`src/rtl/btop_pkg.sv`:
```
// shared types, constants and arithmetic helpers of the binomial option pricer
package btop_pkg;

	localparam int MAX_STEPS_DEF        = 255;
	localparam int PRICE_FRAC_BITS_DEF  = 16;
	localparam int FACTOR_FRAC_BITS_DEF = 30;

	localparam int CFG_IDX_W = 3;
	localparam int CFG_DATA_W = 32;

	localparam logic [CFG_IDX_W-1:0] REG_STRIKE    = 3'd0;
	localparam logic [CFG_IDX_W-1:0] REG_BARRIER   = 3'd1;
	localparam logic [CFG_IDX_W-1:0] REG_UP        = 3'd2;
	localparam logic [CFG_IDX_W-1:0] REG_DOWN      = 3'd3;
	localparam logic [CFG_IDX_W-1:0] REG_UP_WGT    = 3'd4;
	localparam logic [CFG_IDX_W-1:0] REG_DOWN_WGT  = 3'd5;
	localparam logic [CFG_IDX_W-1:0] REG_STEPS     = 3'd6;
	localparam logic [CFG_IDX_W-1:0] REG_MODE      = 3'd7;

	localparam logic [1:0] BAR_NONE     = 2'd0;
	localparam logic [1:0] BAR_UP_OUT   = 2'd1;
	localparam logic [1:0] BAR_DOWN_OUT = 2'd2;

	// option terms that every node cell needs
	typedef struct packed {
		logic [31:0] strike;
		logic [31:0] barrier;
		logic [31:0] down;
		logic [30:0] up_wgt;
		logic [30:0] down_wgt;
		logic        put;
		logic        american;
		logic [1:0]  bar;
	} cell_cfg_t;

	function automatic logic [31:0] payoff(input cell_cfg_t c, input logic [31:0] s);
		logic [31:0] r;
		r = '0;
		if (c.put) begin
			if (c.strike > s) r = c.strike - s;
		end else begin
			if (s > c.strike) r = s - c.strike;
		end
		return r;
	endfunction

	function automatic logic breached(input cell_cfg_t c, input logic [31:0] s);
		logic r;
		r = 1'b0;
		unique case (c.bar)
			BAR_UP_OUT:   r = (s >= c.barrier);
			BAR_DOWN_OUT: r = (s <= c.barrier);
			default:      r = 1'b0;
		endcase
		return r;
	endfunction

endpackage

```
`src/rtl/btop_mul.sv`:
```
// shared price times factor multiplier with round to nearest and saturation
module btop_mul import btop_pkg::*; #(
	parameter int FACTOR_FRAC_BITS = FACTOR_FRAC_BITS_DEF
) (
	input  logic        clk,
	input  logic [31:0] a,
	input  logic [31:0] f,
	output logic [31:0] y,
	output logic        sat
);
	localparam int PW = 64;
	logic [PW-1:0] prod_s1;
	logic [PW-1:0] r;

	always_ff @(posedge clk) begin
		prod_s1 <= PW'(a) * PW'(f);
	end

	always_comb begin
		r = ((prod_s1 >> (FACTOR_FRAC_BITS - 1)) + PW'(1)) >> 1;
		sat = (r > PW'(32'hFFFF_FFFF));
		y = sat ? 32'hFFFF_FFFF : r[31:0];
	end
endmodule

```
`config.mk`:
```
export PLATFORM = sky130hd
export DESIGN_NAME = btop_mul
export DESIGN_NICKNAME = d
export VERILOG_FILES = /design/src/rtl/btop_pkg.sv /design/src/rtl/btop_mul.sv
export SDC_FILE = /design/constraint.sdc
export NUM_CORES = 2
export LEC_CHECK = 0
export ABC_AREA = 1
export BUFFER_PORTS_ARGS = -buffer_cell sky130_fd_sc_hd__buf_2
export CAP_MARGIN = 20
export CORE_MARGIN = 1
export CORE_UTILIZATION = 60
export DETAILED_ROUTE_END_ITERATION = 7
export PLACE_DENSITY = 0.88
export SYNTH_ARGS = -nofsm -noshare
export SYNTH_HDL_FRONTEND = slang
export SYNTH_SLANG_ARGS = --single-unit
```
`constraint.sdc`:
```
create_clock -name clk -period 16.9 [get_ports clk]
set_input_delay 1.69 -clock clk [delete_from_list [all_inputs] [get_ports clk]]
set_output_delay 1.69 -clock clk [all_outputs]
set_load 0.01 [all_outputs]
```
==> impl_metrics.json <==
{
  "ys_types": 43,
  "path_clk_slew_ns": 0.06,
  "holdBufCountCts": 0,
  "ys_ff_latch": 35,
  "viasPerCell": 5.53,
  "synth_top_area_share_pct": 48.4,
  "postRouteAntennaNets": 0,
  "hp-class": "in2reg",
  "cp_cell_sequence": "buf_2 -> nand2_1 -> fa_1 -> inv_1 -> fa_1 -> fa_1 -> fa_1 -> fa_1 -> fa_1 -> fa_1 -> inv_1 -> fa_1 -> inv_1 -> ha_1 -> a21oi_1 -> o21ai_0 -> inv_1 -> nand2_1 -> a21oi_1 -> nor2_1 -> nor2_1 -> nand2_1 -> nand2_1 -> nand2_1",
  "seqCellArea_sq_um": 701,
  "area_growth_pct": 2.65,
  "syn_avg_cell_area_sq_um": 7.48,
  "setup_viol": 0,
  "nNetsFinal": 6093,
  "synth_compound_gate_area_share_pct": 2.32,
  "post_drt_wl_per_cell_um": 19.4,
  "coreArea_sq_mm": 0.0607,
  "slowest_delay_ns": 0.83,
  "htree_levels": 2,
  "drv_slew": 0,
  "synth_fa_ha_area_share_pct": 57.2,
  "synth_top_cell_by_area": "fa_1",
  "syn_nets": 6170,
  "drt_iter0_markers": 3320,
  "max-cap-violations": 0,
  "crit_type": "in2reg",
  "grt_first_pass_wirelength_um": 180000,
  "critPathTopFamily": "adder cells",
  "multi_input_comb_area_sq_mm": 0.0293,
  "vias": 31337,
  "reg_top3": "prod_s1 (35)",
  "critical_path.slowest_cell": "fa_1",
  "fillCellCount": 4970,
  "drive_above_1_share_pct": 3.59,
  "drt-total-wl_um": 110000,
  "synth-seq-area-share_pct": 1.89,
  "worstSetupStartpointType": "input pin",
  "synth_top_family_by_area": "adder cells",
  "path_common_cell": "fa_1",
  "grt_max_degree": 34,
  "numCtsBuffers": 5,
  "ios": 98,
  "rsz0062_at_grt": "false",
  "grt_pass1_vias": 34746,
  "cp.required_ns": 17.08,
  "initial_core_util_pct": 61.0,
  "tns_ns": 0,
  "synthXorXnorAreaFrac_pct": 1.06,
  "yosys-top-cells-area": "fa_1, inv_1, nand2_1",
  "fmax_ghz": 0.115,
  "endpoint_kind": "flip-flop",
  "cts_tree": "yes",
  "hpwl_um": 85300,
  "yosys.area_share.simple_pct": 18.6,
  "outcome": "complete, no violations",
  "slew_headroom_pct": 29.2,
  "synthArstFlopShare_pct": 0,
  "antenna_found_initial": 9,
  "ys.flop_type": "dfxtp_1",
  "first_pass_iters": 8,
  "yosys_warnings": 0,
  "track_usage_pct": 37.3,
  "clock-root-buffer": "clkbuf_16",
  "synthCells": 4949,
  "largest_reg_flops": 35,
  "port_buffers": 97,
  "path_buf_inv": 5,
  "synth-edff-count": 0,
  "clockBufferDepth": 2,
  "ctsResizeCount": 0,
  "die_area_sq_mm": 0.0627,
  "synthMuxAreaShare_pct": 0,
  "die_height_um": 250,
  "top_register": "prod_s1",
  "cts_post_setup_buffers_inserted": 0,
  "gp_congestion": 1.04,
  "post-route-min-period_ns": 8.66,
  "worst_pin_slew_ns": 1.06,
  "path_max_fanout": 32,
  "worstPathArrival_ns": 8.84,
  "report.final.hold_viol_count": 0,
  "timing.final.crit_share_pct": 51.2,
  "rows": 90,
  "drcViolationCount": 0,
  "gr-total-overflow": 0,
  "cts.sinks": 35,
  "die_w_um": 250,
  "synth_area_sq_mm": 0.0370
}
## placed cells by master, fill, tap and decap left out, drive strengths merged
cell and count:
a21boi 3, a21o 5, a21oi 87, and3 2, buf 114, clkbuf 6, clkinv 1, clkinvlp 1
dfxtp 35, diode 9, fa 895, ha 261, inv 1646, nand2 1394, nand3 95, nand3b 1
nand4 19, nor2 175, nor3 18, nor3b 1, nor4 5, o21a 2, o21ai 47, o21bai 13
o31ai 1, o32ai 1, or2 1, or3 1, xnor2 17, xor2 26
## logic make-up (layout without fill, tap and decap cells)
group,after synthesis,count (layout)
buffers and inverters,1844,1768
AND/OR/NAND/NOR,1712,1712
adder cells (fa/ha/maj),1156,1156
AO/OA/AOI/OAI,159,159
XOR/XNOR,43,43
flip-flops,35,35
other,0,9
## synth_stat cells (15+ instances only)
library cell	n
nor2_1	169
dfxtp_1	35
nand3_1	64
clkbuf_1	192
nand2_1	1391
ha_1	261
xnor2_1	16
o21ai_0	46
a21oi_1	87
inv_1	1639
fa_1	895
nand3_2	30
nor3_1	15
xor2_1	25
nand4_1	18
## worst paths after layout
kind,slack (ns),cells after the start,startpoint,end
worst max-delay path,8.24,24,f[23],prod_s1[50]
worst min-delay path,2.57,9,a[0],prod_s1[37]
## layer usage
metal	share of wire (%)	global-route usage, %	routed length, um	up-vias
met2	46	59.4	50200	2145
met1	33	43.1	36400	15024
li1	-	-	-	13475
met4	9.1	28.2	10000	2
met5	0.012	0	13	-
met3	12	10.3	13400	691
## stage by stage
stage,hold WS (ns),std cells,utilization [%],instance area [sq um],setup slack [ns]
after global routing,2.63,5661,62.6,38000,8.05
after CTS,2.52,5654,62.5,37900,8.58
after detailed placement,2.32,5646,62.3,37800,8.31
after floorplan,2.17,4949,-,37000,9.39
final,2.57,5664,62.6,38000,8.24
after global placement,2.32,5646,62.3,37800,8.38
## cell type report
class                      count  share of cell area, %
multi-input combinational   3070                   77.2
inverter                    1646                   16.3
tap                          782                   2.58
sequential                    35                   1.84
timing repair buffer         114                   1.67
clock buffer                   6                  0.339
antenna                        9                 0.0593
clock inverter                 2                 0.0329
Power is left out: the tool's default activity adds up to more than one toggle a clock period on the data nets, which glitch-free logic cannot reach.
